### config.mk
export PLATFORM = sky130hd
export DESIGN_NAME = circular_linked_queue_manager
export DESIGN_NICKNAME = d
export VERILOG_FILES = /design/src/design/clq_pkg.sv /design/src/design/clq_engine.sv /design/src/design/circular_linked_queue_manager.sv
export SDC_FILE = /design/constraint.sdc
export NUM_CORES = 1
export LEC_CHECK = 0
export ABC_AREA = 1
export BUFFER_PORTS_ARGS = -buffer_cell sky130_fd_sc_hd__clkbuf_2
export CELL_PAD_IN_SITES_DETAIL_PLACEMENT = 1
export CELL_PAD_IN_SITES_GLOBAL_PLACEMENT = 2
export CORE_MARGIN = 2
export CORE_UTILIZATION = 39
export DETAILED_ROUTE_END_ITERATION = 6
export PLACE_DENSITY_LB_ADDON = 0.1
export SYNTH_ARGS = -nofsm -noshare
export SYNTH_HDL_FRONTEND = slang
export SYNTH_SLANG_ARGS = --single-unit
### constraint.sdc
create_clock -name clk -period 4.4 [get_ports clk]
set_input_delay 0.88 -clock clk [delete_from_list [all_inputs] [get_ports clk]]
set_output_delay 0.88 -clock clk [all_outputs]
set_load 0.005 [all_outputs]
### src/design/clq_pkg.sv
// Package for the circular linked queue manager.
// Holds sizes, widths, operation and status codes, and the word types.
// No dependencies.
package clq_pkg;

	localparam int NUM_ELEMS  = 16;
	localparam int NUM_QUEUES = 4;

	localparam int ELEM_W  = $clog2(NUM_ELEMS);
	localparam int QUEUE_W = $clog2(NUM_QUEUES);
	localparam int CNT_W   = $clog2(NUM_ELEMS + 1);

	typedef enum logic {
		OP_APPEND = 1'b0,
		OP_REMOVE = 1'b1
	} op_t;

	typedef enum logic [1:0] {
		ST_DONE   = 2'd0,
		ST_QUEUED = 2'd1,
		ST_EMPTY  = 2'd2,
		ST_NOT_IN = 2'd3
	} status_t;

	typedef struct packed {
		op_t                op;
		logic [QUEUE_W-1:0] queue_id;
		logic [ELEM_W-1:0]  elem_id;
	} req_t;

	typedef struct packed {
		status_t            status;
		logic [CNT_W-1:0]   queue_len;
		logic               head_valid;
		logic [ELEM_W-1:0]  head_elem;
	} res_t;

endpackage

### src/design/clq_engine.sv
// Queue state and single-pass update logic for the circular linked queue manager.
// Keeps ring links, membership tags, owners, heads and counts in flip-flops.
// Depends on clq_pkg.
module clq_engine import clq_pkg::*; (
	input  logic clk,
	input  logic arst_n,
	input  logic req_en,
	input  req_t req,
	output res_t res
);

	logic [ELEM_W-1:0]  next_q  [NUM_ELEMS];
	logic [ELEM_W-1:0]  prev_q  [NUM_ELEMS];
	logic [QUEUE_W-1:0] owner_q [NUM_ELEMS];
	logic [NUM_ELEMS-1:0] tag_q;
	logic [ELEM_W-1:0]  head_q  [NUM_QUEUES];
	logic [CNT_W-1:0]   count_q [NUM_QUEUES];

	logic [ELEM_W-1:0] e, h, prev_addr, pv_rd, nx_rd;
	logic [QUEUE_W-1:0] q;
	logic [CNT_W-1:0] cnt;
	logic is_member;

	logic nxa_we, nxb_we, pva_we, pvb_we;
	logic [ELEM_W-1:0] nxa_addr, nxa_data, nxb_addr, nxb_data;
	logic [ELEM_W-1:0] pva_addr, pva_data, pvb_addr, pvb_data;
	logic head_we, cnt_we, tag_we, tag_data;
	logic [ELEM_W-1:0] head_data;
	logic [CNT_W-1:0] cnt_data;
	logic [CNT_W-1:0] new_cnt;
	logic [ELEM_W-1:0] new_head;
	status_t st;

	assign e = req.elem_id;
	assign q = req.queue_id;
	assign h = head_q[q];
	assign cnt = count_q[q];
	assign is_member = tag_q[e];
	assign prev_addr = (req.op == OP_REMOVE) ? e : h;
	assign pv_rd = prev_q[prev_addr];
	assign nx_rd = next_q[e];

	always_comb begin
		st = ST_DONE;
		nxa_we = 1'b0; nxa_addr = e; nxa_data = e;
		nxb_we = 1'b0; nxb_addr = pv_rd; nxb_data = e;
		pva_we = 1'b0; pva_addr = e; pva_data = e;
		pvb_we = 1'b0; pvb_addr = h; pvb_data = e;
		head_we = 1'b0; head_data = e;
		cnt_we = 1'b0; cnt_data = cnt;
		tag_we = 1'b0; tag_data = 1'b0;
		case (req.op)
			OP_APPEND: begin
				if (is_member) begin
					st = ST_QUEUED;
				end else begin
					tag_we = 1'b1;
					tag_data = 1'b1;
					cnt_we = 1'b1;
					cnt_data = cnt + CNT_W'(1);
					nxa_we = 1'b1;
					pva_we = 1'b1;
					if (cnt == '0) begin
						head_we = 1'b1;
						head_data = e;
					end else begin
						nxa_data = h;
						pva_data = pv_rd;
						nxb_we = 1'b1;
						nxb_addr = pv_rd;
						nxb_data = e;
						pvb_we = 1'b1;
						pvb_addr = h;
						pvb_data = e;
					end
				end
			end
			OP_REMOVE: begin
				if (cnt == '0) begin
					st = ST_EMPTY;
				end else if (!is_member || owner_q[e] != q) begin
					st = ST_NOT_IN;
				end else begin
					nxb_we = 1'b1;
					nxb_addr = pv_rd;
					nxb_data = nx_rd;
					pvb_we = 1'b1;
					pvb_addr = nx_rd;
					pvb_data = pv_rd;
					cnt_we = 1'b1;
					cnt_data = cnt - CNT_W'(1);
					tag_we = 1'b1;
					tag_data = 1'b0;
					if (h == e) begin
						head_we = 1'b1;
						head_data = (cnt == CNT_W'(1)) ? '0 : nx_rd;
					end
				end
			end
			default: begin
				st = ST_DONE;
			end
		endcase
	end

	assign new_cnt = cnt_we ? cnt_data : cnt;
	assign new_head = head_we ? head_data : h;

	always_comb begin
		res.status = st;
		res.queue_len = new_cnt;
		res.head_valid = (new_cnt != '0);
		res.head_elem = (new_cnt != '0) ? new_head : '0;
	end

	always_ff @(posedge clk) begin
		if (req_en) begin
			for (int i = 0; i < NUM_ELEMS; i++) begin
				if (nxa_we && nxa_addr == ELEM_W'(i)) begin
					next_q[i] <= nxa_data;
				end
				if (nxb_we && nxb_addr == ELEM_W'(i)) begin
					next_q[i] <= nxb_data;
				end
				if (pva_we && pva_addr == ELEM_W'(i)) begin
					prev_q[i] <= pva_data;
				end
				if (pvb_we && pvb_addr == ELEM_W'(i)) begin
					prev_q[i] <= pvb_data;
				end
			end
			if (tag_we && tag_data) begin
				owner_q[e] <= q;
			end
			if (head_we) begin
				head_q[q] <= head_data;
			end
		end
	end

	always_ff @(posedge clk or negedge arst_n) begin
		if (!arst_n) begin
			tag_q <= '0;
			for (int j = 0; j < NUM_QUEUES; j++) begin
				count_q[j] <= '0;
			end
		end else if (req_en) begin
			if (tag_we) begin
				tag_q[e] <= tag_data;
			end
			if (cnt_we) begin
				count_q[q] <= cnt_data;
			end
		end
	end

endmodule

### src/design/circular_linked_queue_manager.sv
// Circular linked queue manager: input register, single-pass update, result register.
// An accepted word waits in the input register; its result goes to the result register.
// Throughput: one word per cycle if out_ready does not stall, set by the single pass.
// Reset clears membership tags and queue counts at once; links and heads need no clearing.
// Depends on clq_pkg and clq_engine.
module circular_linked_queue_manager import clq_pkg::*; (
	input  logic               clk,
	input  logic               arst_n,
	input  logic               in_valid,
	output logic               in_ready,
	input  logic               op,
	input  logic [QUEUE_W-1:0] queue_id,
	input  logic [ELEM_W-1:0]  elem_id,
	output logic               out_valid,
	input  logic               out_ready,
	output logic [1:0]         status,
	output logic [CNT_W-1:0]   queue_len,
	output logic               head_valid,
	output logic [ELEM_W-1:0]  head_elem
);

	logic valid_s1;
	req_t req_s1;
	logic advance;
	res_t res_comb;
	res_t res_q;
	logic out_valid_q;

	assign advance = valid_s1 && (!out_valid_q || out_ready);
	assign in_ready = !valid_s1 || advance;

	always_ff @(posedge clk or negedge arst_n) begin
		if (!arst_n) begin
			valid_s1 <= 1'b0;
			out_valid_q <= 1'b0;
		end else begin
			if (in_ready) begin
				valid_s1 <= in_valid;
			end
			if (advance) begin
				out_valid_q <= 1'b1;
			end else if (out_ready) begin
				out_valid_q <= 1'b0;
			end
		end
	end

	always_ff @(posedge clk) begin
		if (in_valid && in_ready) begin
			req_s1.op <= op_t'(op);
			req_s1.queue_id <= queue_id;
			req_s1.elem_id <= elem_id;
		end
		if (advance) begin
			res_q <= res_comb;
		end
	end

	clq_engine u_engine (
		.clk    (clk),
		.arst_n (arst_n),
		.req_en (advance),
		.req    (req_s1),
		.res    (res_comb)
	);

	assign out_valid = out_valid_q;
	assign status = res_q.status;
	assign queue_len = res_q.queue_len;
	assign head_valid = res_q.head_valid;
	assign head_elem = res_q.head_elem;

`ifndef NO_ASSERTIONS
	a_size_head: assert property (@(posedge clk) disable iff (!arst_n)
		out_valid |-> (head_valid == (queue_len != '0)))
		else $error("head_valid disagrees with queue_len");

	a_empty_size: assert property (@(posedge clk) disable iff (!arst_n)
		(out_valid && status == ST_EMPTY) |-> (queue_len == '0 && head_elem == '0))
		else $error("empty status with nonzero size or head");

	a_advance: assert property (@(posedge clk) disable iff (!arst_n)
		advance |=> out_valid)
		else $error("processed word did not reach the result register");
`endif

endmodule
==> results of run 1 <==
[synth_stat cells (3+ instances only)]
cell type / n
sky130_fd_sc_hd__nor2_4: 8
sky130_fd_sc_hd__nand2_1: 601
sky130_fd_sc_hd__o221ai_1: 14
sky130_fd_sc_hd__buf_2: 42
sky130_fd_sc_hd__nor2_1: 123
sky130_fd_sc_hd__o22ai_2: 3
sky130_fd_sc_hd__o22ai_1: 3
sky130_fd_sc_hd__dfxtp_1: 6
sky130_fd_sc_hd__nand4_1: 38
sky130_fd_sc_hd__o21ai_0: 54
sky130_fd_sc_hd__buf_4: 12
sky130_fd_sc_hd__xor2_1: 5
sky130_fd_sc_hd__o21ai_1: 48
sky130_fd_sc_hd__nor2_2: 7
sky130_fd_sc_hd__clkbuf_1: 19
sky130_fd_sc_hd__nand2_2: 9
sky130_fd_sc_hd__o21ai_2: 9
sky130_fd_sc_hd__ha_1: 3
sky130_fd_sc_hd__nand3_1: 139
sky130_fd_sc_hd__o211ai_1: 20
sky130_fd_sc_hd__inv_2: 23
sky130_fd_sc_hd__edfxtp_1: 195
sky130_fd_sc_hd__a21oi_1: 15
sky130_fd_sc_hd__dfrtp_1: 38
sky130_fd_sc_hd__nand3_2: 5
sky130_fd_sc_hd__inv_1: 133
[flip-flops by register name (all words and copies together) (netlist names), named ones only]
register	cells
u_engine.next_q	64
u_engine.prev_q	64
u_engine.owner_q	32
u_engine.count_q	20
u_engine.head_q	16
u_engine.tag_q	16
req_s1	7
queue_len	5
head_elem	4
status	2
head_valid	1
out_valid	1
valid_s1	1
[metal layers]
metal / vias up / GRT usage, %
met5: - / 0
met4: 0 / 6.12
met3: 60 / 2.71
met2: 228 / 41.0
met1: 5354 / 34.3
li1: 5254 / -
[layout make-up]
| type | count | area (sq um) | share of cell area, % |
|---|---|---|---|
| well taps | 442 | 553 | 3.85 |
| repair buffers | 60 | 403 | 2.80 |
| clock inverters | 7 | 36.3 | 0.252 |
| clock buffers | 42 | 792 | 5.51 |
| inverters | 157 | 592 | 4.12 |
| flip-flops and latches | 239 | 6930 | 48.2 |
| multi-input cells | 1116 | 5080 | 35.3 |
[worst min-delay path, stage by stage (launching register included)]
cell,delay (ns)
sky130_fd_sc_hd__dfrtp_1,0.34
sky130_fd_sc_hd__nand2_1,0.05
sky130_fd_sc_hd__nand2_1,0.04
[power by group]
| group | total (mW) | switching, mW | internal [mW] |
|---|---|---|---|
| Clock | 2.15 | 0.920 | 1.23 |
| Sequential | 2.94 | 0.106 | 2.83 |
| Combinational | 2.20 | 1.58 | 0.618 |
[kinds of logic (layout without fill, tap and decap cells)]
group           after synthesis  in the layout  synth area share, %
simple gates                937            937                 30.4
xor+xnor                      6              6                0.405
flops                       239            239                 53.4
fa+ha+maj                     3              3                0.289
buf+inv                     232            266                 7.54
compound gates              170            170                 8.01
[through the flow]
| stage | worst slack [ns] | utilization, % | power [mW] | cell area [sq um] |
|---|---|---|---|---|
| 6_report | 0.494 | 44.1 | 7.28 | 14400 |
| 3_5_place_dp | 0.607 | 41.5 | 5.19 | 13600 |
| 3_3_place_gp | 0.630 | 41.5 | 5.13 | 13600 |
| 4_1_cts | 0.529 | 44.1 | 7.33 | 14400 |
| 2_1_floorplan | 1.29 | - | 4.44 | 13000 |
| 5_1_grt | 0.247 | 44.1 | 7.70 | 14400 |
[final timing paths]
check | start | endpoint | slack (ns) | cells after the start
setup / recovery | register | u_engine.next_q[15][2] | 0.49 | 18
min in group asynchronous | arst_n | u_engine.count_q[18] | 0.52 | 1
hold / removal | u_engine.count_q[3] | u_engine.count_q[3] | 0.47 | 2
max in group asynchronous | arst_n | u_engine.tag_q[15] | 3.20 | 1
hold reg to reg | u_engine.count_q[3] | u_engine.count_q[3] | 0.47 | 2
setup reg to reg | register | u_engine.next_q[15][2] | 0.49 | 18
==> results.md, run 1 <==
* Via-to-Cell Ratio at ~5.3
* Yosys warns at 0
* Largest vdd supply drop at 0.284 mV
* Highest layer used for signal routing: met4
* Count of flip-flops with a built-in enable after synthesis at 195
* Placed Cells at approximately 2.0k
* Async set-or-reset flop fraction in the synthesized netlist at 15.9%
* Cell seen most often among critical-path stages: sky130_fd_sc_hd__nand2_1
* Routed WL per cell at about 20 microns
* Hold violation count in the final report at 0
* Cell Count, Final, Fillers Out at between 2k and 2.5k
* Starting density of the core at 39.8%
* Worst path top cell family by delay: simple AND/OR/NAND/NOR gates
* Final worst hold slack at between 0.4 and 0.5 ns
* Measured slew at the worst slew-check pin at 1.07 ns
* Peak clock frequency supported by timing at about 0.26 GHz
* Post-synthesis to final-layout area growth at 10.8%
* Number of nets still failing antenna checks after routing at 0
* Mapped Nets at approximately 1.6k
* Req. time, crit path at 4.63 ns
* Most frequent cells in the layout: sky130_fd_sc_hd__nand2_1 (601), sky130_fd_sc_hd__edfxtp_1 (195), sky130_fd_sc_hd__nand3_1 (139), sky130_fd_sc_hd__inv_1 (133), sky130_fd_sc_hd__nor2_1 (122)
* Data arrival time of the critical path at approximately 4.1 ns
* Final worst path period share at between 80% and 90%
* TritonCTS clock tree: built
* Maximum level of the CTS H-tree at 1
* Library cell contributing the largest single delay on the critical path: sky130_fd_sc_hd__dfxtp_1
* Detailed Place HPWL at approximately 31,000 microns
* Global-route usage over all layers at between 20% and 30%
* Core outline area at 32,600 sq um
* RSZ-0062 raised after global routing: false
* Worst setup SP type: register
* Initial antenna violation count at 0
* Number of register bits inferred by synthesis at 239
* Top area cells in the synthesized netlist: sky130_fd_sc_hd__edfxtp_1 (45%), sky130_fd_sc_hd__nand2_1 (17%), sky130_fd_sc_hd__dfrtp_1 (7.3%)
* Crit path kind: reg2reg
* Die extent in x at ~190 microns
* Number of global-route vias before repair at roughly 11k
* Detailed router's first-iteration violation count at around 650
* Count of nets after finishing at 1,615
* Minimum period implied by the final worst setup slack at around 3.9 ns
* Fraction of synthesized cell area taken by the top area cell type at a little under half
* Sequential element share of the synthesized area at a little over half
* Chip height at about 190 microns
* DRT Wirelength at about 43,000 microns
* Largest area contributor in the netlist: sky130_fd_sc_hd__edfxtp_1
* Gate count of the mapped netlist at about 1.6k
* Final-report setup violation count at 0
* Post-CTS setup buffer count at 0
* Antenna Cells at 0
* Path class of the lowest-slack min-delay path: reg2reg
* Row Count at between 60 and 70
* DR DRC count at 0
* WL met1 at 19,900 microns
* Commonest non-fill, non-tap cell in the layout: sky130_fd_sc_hd__nand2_1
* Netlist cell types at 37
* Area enclosed by the die boundary at roughly 35,000 sq um
* Max FO, Critical Path at 16
* Maximum capacitance violations at 0
* CP Buf/Inv Count at 3
* Largest stage delay on the critical path at about 0.56 ns
* Fillcell total at just under 4k
* Clock Tree Root: sky130_fd_sc_hd__clkbuf_16
* Clock skew at 0.0218 ns
* Pin count of the biggest net entering global routing at ~50
* Mapped cell area at approximately 13,000 sq um
* Share of cells above drive strength 1 at between 10% and 20%
* Quantity of I/O buffers inserted on ports at 24
* 1st-pass router iterations at 5
* Synthesized area per cell at 8.18 sq um
* Gpl congestion at about 0.8
* Wire length of the first global-routing pass at about 66,000 microns
* Series of cell instances along the critical path: inv_4 > nand2_1 > nand3_1 > nand2_1 > buf_4 > nand2_1 > nand2_2 > buf_4 > nand2_1 > nand2_1 > nand2_1 > nand3_1 > nand3_1 > nand2_1 > nand2_1 > nor2_1 > nand2_1 > nand2_1
* Dominant synthesized flop cell: sky130_fd_sc_hd__edfxtp_1
* CTS Hold Buffers Added at 0
* Post-cts repair resize count at 0
* Run status: completed
* Power per cell area at between 500 and 600 nW/um^2
* Total via count after detailed routing at roughly 11k
* Remaining global-route overflow at 0
* Num ports at 25
* Clock-pin slew of the registers on the worst-case setup and hold paths at 0.07 ns
* Clock tree buffer depth at 3
* Slew headroom at 28.7%
* Number of buffers created by CTS at 27
* Fin Setup TNS at 0 ns
* Number of pins with negative max-slew slack in the final report at 0
* Critical Path End Type: register
* Met3 wire length at around 1800 microns
* Clk sinks at 239
* Leakage component of the power at around 6.3 nW
* Source-to-sink clock delay at the later pin of the worst-skew pair at 0.55 ns
* Routed length on met2 at 19,800 microns
Note: power is estimated with default switching activity, not from simulation.
==> inputs of run 2 (changes only) <==
==> constraint.sdc (replaced) <==
create_clock -name clk -period 4.4 [get_ports clk]
set_input_delay 0 -clock clk [delete_from_list [all_inputs] [get_ports clk]]
set_output_delay 0 -clock clk [all_outputs]
set_load 0.005 [all_outputs]
==> run 2 against run 1 <==
Against the previous run:
- first-iteration DRC count up 3.2%
- combinational power about the same
- sequential share of layout area down 0.89 points
- fmax up 3.8%
- sequential cell count unchanged
- global-route usage up 0.14 points
- critical path type unchanged
- largest power group unchanged
==> results.md, run 2 (synthesis gave the netlist of run 1 again) <==
* Most frequent cells in the layout: sky130_fd_sc_hd__nand2_1 (601), sky130_fd_sc_hd__edfxtp_1 (195), sky130_fd_sc_hd__nand3_1 (139), sky130_fd_sc_hd__inv_1 (133), sky130_fd_sc_hd__nor2_1 (122)
* Req. time, crit path at 4.66 ns (+0.03 ns)
* Maximum level of the CTS H-tree at 1 (unchanged)
* Power per cell area at 520 nW/um^2 (+2.6%)
* Clk sinks at 239 (unchanged)
* Count of nets after finishing at 1,628 (+0.80%)
* Initial antenna violation count at 2 (+2)
* Number of nets still failing antenna checks after routing at 0 (unchanged)
* Starting density of the core at 39.8% (unchanged)
* Maximum capacitance violations at 0 (unchanged)
* Gpl congestion at 0.811 (+1.0%)
* Worst Slack Setup Final at 0.639 ns (+0.145 ns)
* Run status: completed
* Number of buffers created by CTS at 28 (+3.7%)
* DP Worst Slack at 0.651 ns (+0.0446 ns)
* Clock Tree Root: sky130_fd_sc_hd__clkbuf_16
* Core outline area at 32,600 sq um (unchanged)
* Max FO, Critical Path at 29 (+13)
* Post-CTS setup buffer count at 0 (unchanged)
* Fin Setup TNS at 0 ns (unchanged)
* Commonest non-fill, non-tap cell in the layout: sky130_fd_sc_hd__nand2_1
* Clock tree buffer depth at 3 (unchanged)
* Worst setup SP type: register
* Total via count after detailed routing at 11.0k (+0.58%)
* Chip height at 186 microns (unchanged)
* Detailed Place HPWL at 30,300 microns (-0.80%)
* Measured slew at the worst slew-check pin at 1.08 ns (+0.00610 ns)
* Slew headroom at 28.3% (-0.40 points)
* Minimum period implied by the final worst setup slack at 3.76 ns (-0.145 ns)
* Post-synthesis to final-layout area growth at 12.9%
* RSZ-0062 raised after global routing: false
* Final-report setup violation count at 0 (unchanged)
* Antenna Cells at 0 (unchanged)
* Via-to-Cell Ratio at 5.27 (-0.15%)
* Wire length of the first global-routing pass at 66,300 microns (+0.31%)
* Clock-pin slew of the registers on the worst-case setup and hold paths at 0.06 ns (about the same)
* Number of pins with negative max-slew slack in the final report at 0 (unchanged)
* Number of global-route vias before repair at 11.1k (-0.38%)
* 1st-pass router iterations at 5 (unchanged)
* Post-layout util at 44.9% (+0.83 points)
* Clock skew at 0.0188 ns (-0.00300 ns)
* Pin count of the biggest net entering global routing at 49 (unchanged)
* Crit path kind: reg2reg
* Data arrival time of the critical path at 4.02 ns (-0.11 ns)
* TritonCTS clock tree: built
* Routed WL per cell at 20.6 microns (-0.10%)
* Die extent in x at 186 microns (unchanged)
* Worst path top cell family by delay: simple AND/OR/NAND/NOR gates
* Quantity of I/O buffers inserted on ports at 24 (unchanged)
* Largest vdd supply drop at 0.348 mV (+23%)
* Path class of the lowest-slack min-delay path: in2async
* CP Buf/Inv Count at 4 (+1)
* Detailed router's first-iteration violation count at 673 (+3.2%)
* Remaining global-route overflow at 0 (unchanged)
* Final worst path period share at 85.5% (-3.3 points)
* Hold violation count in the final report at 0 (unchanged)
* Area enclosed by the die boundary at 34,800 sq um (unchanged)
* Source-to-sink clock delay at the later pin of the worst-skew pair at 0.56 ns (about the same)
* Final worst hold slack at 0.184 ns (-0.284 ns)
* Global-route usage over all layers at 24.7% (+0.14 points)
* Critical Path End Type: register
* DRT Wirelength at 42,800 microns (+0.63%)
* Leading registers by flop count: u_engine.next_q (64), u_engine.prev_q (64), u_engine.owner_q (32)
* Row Count at 66 (unchanged)
* Series of cell instances along the critical path: inv_2 > nor2_1 > nor2_1 > o21ai_0 > nand3_1 > nand3_1 > nand3_1 > nand2_1 > nor2_2 > buf_4 > nand3_2 > nand2_2 > buf_4 > inv_2 > nor2_2 > nand2_1 > nand2_1
* Share of cells above drive strength 1 at 10.8% (+0.15 points)
* Peak clock frequency supported by timing at 0.266 GHz (+3.8%)
* Leakage component of the power at 6.46 nW (+1.8%)
* Library cell contributing the largest single delay on the critical path: sky130_fd_sc_hd__inv_2
* DR DRC count at 0 (unchanged)
* Num ports at 25 (unchanged)
* Largest stage delay on the critical path at 0.42 ns (-0.14 ns)
==> run 2: cell count changes in the layout (fill, tap and decap cells not counted), sizes merged <==
cell,previous run,this run
bufinv,0,4
dlygate4sd3,0,12
clkinv,6,10
clkinvlp,1,2
clkbuf,66,60
==> run 2: per-stage QoR <==
stage               instance area (sq um)  std cells  power [mW]
floorplan                           13000       1587        4.44
global placement                    13600       2014        5.13
global route                        14700       2078        8.05
CTS                                 14700       2078        7.67
detailed placement                  13600       2014        5.18
finish                              14700       2078        7.61
==> run 2: layout make-up <==
cell class / count / area (sq um)
clock buffers: 36 / 802
clock inverters: 16 / 176
fillers: 3942 / 18000
inverters: 157 / 592
multi-input cells: 1116 / 5080
flip-flops and latches: 239 / 6930
well taps: 442 / 553
repair buffers: 72 / 523
==> run 2: per-layer routing <==
| layer | share of wire, % | up-vias | track usage [%] |
|---|---|---|---|
| li1 | - | 5297 | - |
| met1 | 47 | 5373 | 34.9 |
| met2 | 46 | 215 | 40.4 |
| met3 | 4.1 | 72 | 2.78 |
| met4 | 2.6 | 2 | 6.95 |
| met5 | 0.030 | - | 0 |
==> run 2: final timing paths <==
path | depth (start not counted) | end | startpoint | slack, ns
worst min-delay path | 2 | u_engine.count_q[17] | arst_n | 0.18
max in group asynchronous | 2 | u_engine.tag_q[12] | arst_n | 3.53
worst min register to register | 2 | u_engine.tag_q[13] | u_engine.tag_q[13] | 0.49
worst max register to register | 17 | u_engine.prev_q[3][0] | register | 0.64
min in group clk | 2 | req_s1[0] | elem_id[0] | 0.20
worst max-delay path | 17 | u_engine.prev_q[3][0] | register | 0.64
==> run 2: where the power goes <==
part	switching, mW	internal, mW
logic	1.58	0.627
registers	0.107	2.83
clock network	0.957	1.51
==> run 2: what timing repair did <==
action / in CTS / in global routing
resized for setup: 0 / 0
endpoints found under the setup margin: 0 / 0
hold buffers: 12 / 0
endpoints found under the hold margin: 53 / 0
==> inputs of run 3 (changes only) <==
Settings changed: CORE_ASPECT_RATIO set to 1.75.
==> run 3 against run 2 <==
Against the previous run:
- worst hold slack worse by 0.11 ns
- via count shrank 0.69%
- clock power fell by 17%
- utilization is 1.1 points lower
- clock skew fell by 0.0046 ns
- final area fell by 1.5%
- first-iteration DRC count decreased by 24%
- sequential share of layout area up 0.73 points
- largest power group unchanged
==> results.md, run 3 (synthesis gave the netlist of run 1 again) <==
* FF-to-FF setup slack at 0.62 ns (-0.02 ns)
* Remaining global-route overflow at 0 (unchanged)
* Hold violation count in the final report at 0 (unchanged)
* Worst r2r src: req_s1[5]
* Quantity of I/O buffers inserted on ports at 24 (unchanged)
* Wire length of the first global-routing pass at 66,700 microns (+0.70%)
* Critical Path End Type: register
* Data arrival time of the critical path at 4.02 ns (about the same)
* Post-CTS setup buffer count at 0 (unchanged)
* Row Count at 88 (+33%)
* Source-to-sink clock delay at the later pin of the worst-skew pair at 0.55 ns (about the same)
* Internal at 4.60 mW (-7.4%)
* Antenna Cells at 0 (unchanged)
* Fraction of power spent switching nets at 36.3% (+1.6 points)
* Gpl congestion at 0.857 (+5.6%)
* Clock Tree Root: sky130_fd_sc_hd__clkbuf_16
* Core outline area at 32,900 sq um (+0.93%)
* Clock tree buffer depth at 3 (unchanged)
* Number of pins with negative max-slew slack in the final report at 0 (unchanged)
* Leading registers by flop count: u_engine.next_q (64), u_engine.prev_q (64), u_engine.owner_q (32)
* Pin count of the biggest net entering global routing at 49 (unchanged)
* Minimum period implied by the final worst setup slack at 3.78 ns (+0.0203 ns)
* Maximum level of the CTS H-tree at 1 (unchanged)
* DP Worst Slack at 0.604 ns (-0.0473 ns)
* DRT Wirelength at 44,200 microns (+3.4%)
* Initial antenna violation count at 1 (-1)
* Share of power burned in combinational logic at 31.1% (+2.1 points)
* Commonest non-fill, non-tap cell in the layout: sky130_fd_sc_hd__nand2_1
* Share of cells above drive strength 1 at 10.5% (-0.22 points)
* Total via count after detailed routing at 10.9k (-0.69%)
* Switching pwr at 2.62 mW (-0.86%)
* Post-synthesis to final-layout area growth at 11.2%
* Slew headroom at 50.1% (+22 points)
* Area enclosed by the die boundary at 34,800 sq um (+0.16%)
* 1st-pass router iterations at 5 (unchanged)
* Worst setup SP type: register
* Power per cell area at 501 nW/um^2 (-3.7%)
* Detailed Place HPWL at 32,400 microns (+7.0%)
* TritonCTS clock tree: built
* Most frequent cells in the layout: sky130_fd_sc_hd__nand2_1 (601), sky130_fd_sc_hd__edfxtp_1 (195), sky130_fd_sc_hd__nand3_1 (139), sky130_fd_sc_hd__inv_1 (133), sky130_fd_sc_hd__nor2_1 (122)
* Req. time, crit path at 4.64 ns (-0.02 ns)
* Number of buffers created by CTS at 24 (-14%)
* Via-to-Cell Ratio at 5.34 (+1.3%)
* Reg2Reg Depth at 18 (+1)
* Largest vdd supply drop at 0.315 mV (-9.4%)
* Detailed router's first-iteration violation count at 512 (-24%)
* Die extent in x at 142 microns (-24%)
* Path class of the lowest-slack min-delay path: in2async
* Global-route usage over all layers at 25.7% (+0.93 points)
* DR DRC count at 0 (unchanged)
* Chip height at 245 microns (+32%)
* Final worst path period share at 85.9% (+0.46 points)
* Number of global-route vias before repair at 11.3k (+2.0%)
* Fin Setup TNS at 0 ns (unchanged)
* Max FO, Critical Path at 21 (-28%)
* Peak clock frequency supported by timing at 0.264 GHz (-0.54%)
* Worst Slack Setup Final at 0.618 ns (-0.0203 ns)
* RSZ-0062 raised after global routing: false
* Clock skew at 0.0142 ns (-0.00456 ns)
* Run status: completed
* Clk sinks at 239 (unchanged)
* Clock-pin slew of the registers on the worst-case setup and hold paths at 0.07 ns (about the same)
* Num ports at 25 (unchanged)
* Routed WL per cell at 21.7 microns (+5.5%)
* Crit path kind: reg2reg
* Fraction of power consumed by the clock network at 28.0% (-4.4 points)
* Count of nets after finishing at 1,628 (unchanged)
* Number of nets still failing antenna checks after routing at 0 (unchanged)
* Share of power burned in registers at 40.9% (+2.3 points)
* Measured slew at the worst slew-check pin at 0.747 ns (-0.328 ns)
* Worst flop-to-flop path endpoint: u_engine.prev_q[8][0]
* Final-report setup violation count at 0 (unchanged)
* Leakage component of the power at 6.38 nW (-1.3%)
* Maximum capacitance violations at 0 (unchanged)
* Starting density of the core at 39.4% (-0.37 points)
==> run 3: worst max-delay path by stage <==
stage               from  cells after the start  slack [ns]                endpoint
5_1_grt        req_s1[4]                     19        0.23   u_engine.prev_q[8][0]
4_1_cts        req_s1[4]                     19        0.57   u_engine.prev_q[8][0]
3_5_place_dp   req_s1[4]                     19        0.60   u_engine.prev_q[8][0]
2_1_floorplan  req_s1[5]                     15        1.29  u_engine.prev_q[10][0]
6_report       req_s1[5]                     18        0.62   u_engine.prev_q[8][0]
3_3_place_gp   req_s1[4]                     19        0.69   u_engine.prev_q[8][0]
==> run 3: final cells by class <==
class,count,area (sq um)
Inverter,157,592
Multi-Input combinational cell,1116,5080
Timing Repair Buffer,76,563
Fill cell,3964,18500
Tap cell,405,507
Sequential cell,239,6930
Clock buffer,34,669
Clock inverter,10,92.6
==> run 3: critical path, cell delays in order (launching register included) <==
cell and delay, ns:
sky130_fd_sc_hd__edfxtp_1 0.43, sky130_fd_sc_hd__buf_4 0.24, sky130_fd_sc_hd__nand2_2 0.20, sky130_fd_sc_hd__nor2_1 0.06, sky130_fd_sc_hd__nor2_1 0.17, sky130_fd_sc_hd__nand2_1 0.12, sky130_fd_sc_hd__inv_1 0.11, sky130_fd_sc_hd__ha_1 0.22
sky130_fd_sc_hd__nand3_2 0.10, sky130_fd_sc_hd__nor2_2 0.17, sky130_fd_sc_hd__nor2_2 0.04, sky130_fd_sc_hd__buf_4 0.19, sky130_fd_sc_hd__nand3_2 0.25, sky130_fd_sc_hd__nand2_1 0.15, sky130_fd_sc_hd__nand2_4 0.14, sky130_fd_sc_hd__inv_2 0.07
sky130_fd_sc_hd__nor2_4 0.31, sky130_fd_sc_hd__nand3_1 0.26, sky130_fd_sc_hd__nand2_1 0.23
==> run 3: power by group through the flow <==
stage	clock network [mW]	logic (mW)	registers, mW
4_1_cts	2.06	2.27	2.96
5_1_grt	2.13	2.51	2.97
6_report	2.03	2.24	2.95
3_3_place_gp	0	2.20	2.99
2_1_floorplan	0	1.49	2.95
3_5_place_dp	0	2.25	3.00
==> run 3: repair_timing <==
| action | 4_1_cts | 5_1_grt |
|---|---|---|
| hold buffers | 11 | 0 |
| gates resized for setup | 0 | 0 |
| hold endpoints to repair | 53 | 0 |
==> run 3: per-stage QoR <==
stage          cells  util [%]  area, sq um  hold WS, ns  power [mW]
2_1_floorplan   1587         -        13000       -0.296        4.44
3_3_place_gp    1982      41.2        13600        0.106        5.19
3_5_place_dp    1982      41.2        13600        0.111        5.26
4_1_cts         2037      43.8        14400       0.0808        7.28
5_1_grt         2037      43.8        14400        0.131        7.61
6_report        2037      43.8        14400       0.0699        7.22
==> run 3: routing by layer <==
| layer | GRT usage, % | share of wire [%] |
|---|---|---|
| met5 | 0 | 0.023 |
| met4 | 11.6 | 4.5 |
| met2 | 48.9 | 54 |
| met3 | 3.33 | 3.1 |
| met1 | 27.8 | 38 |
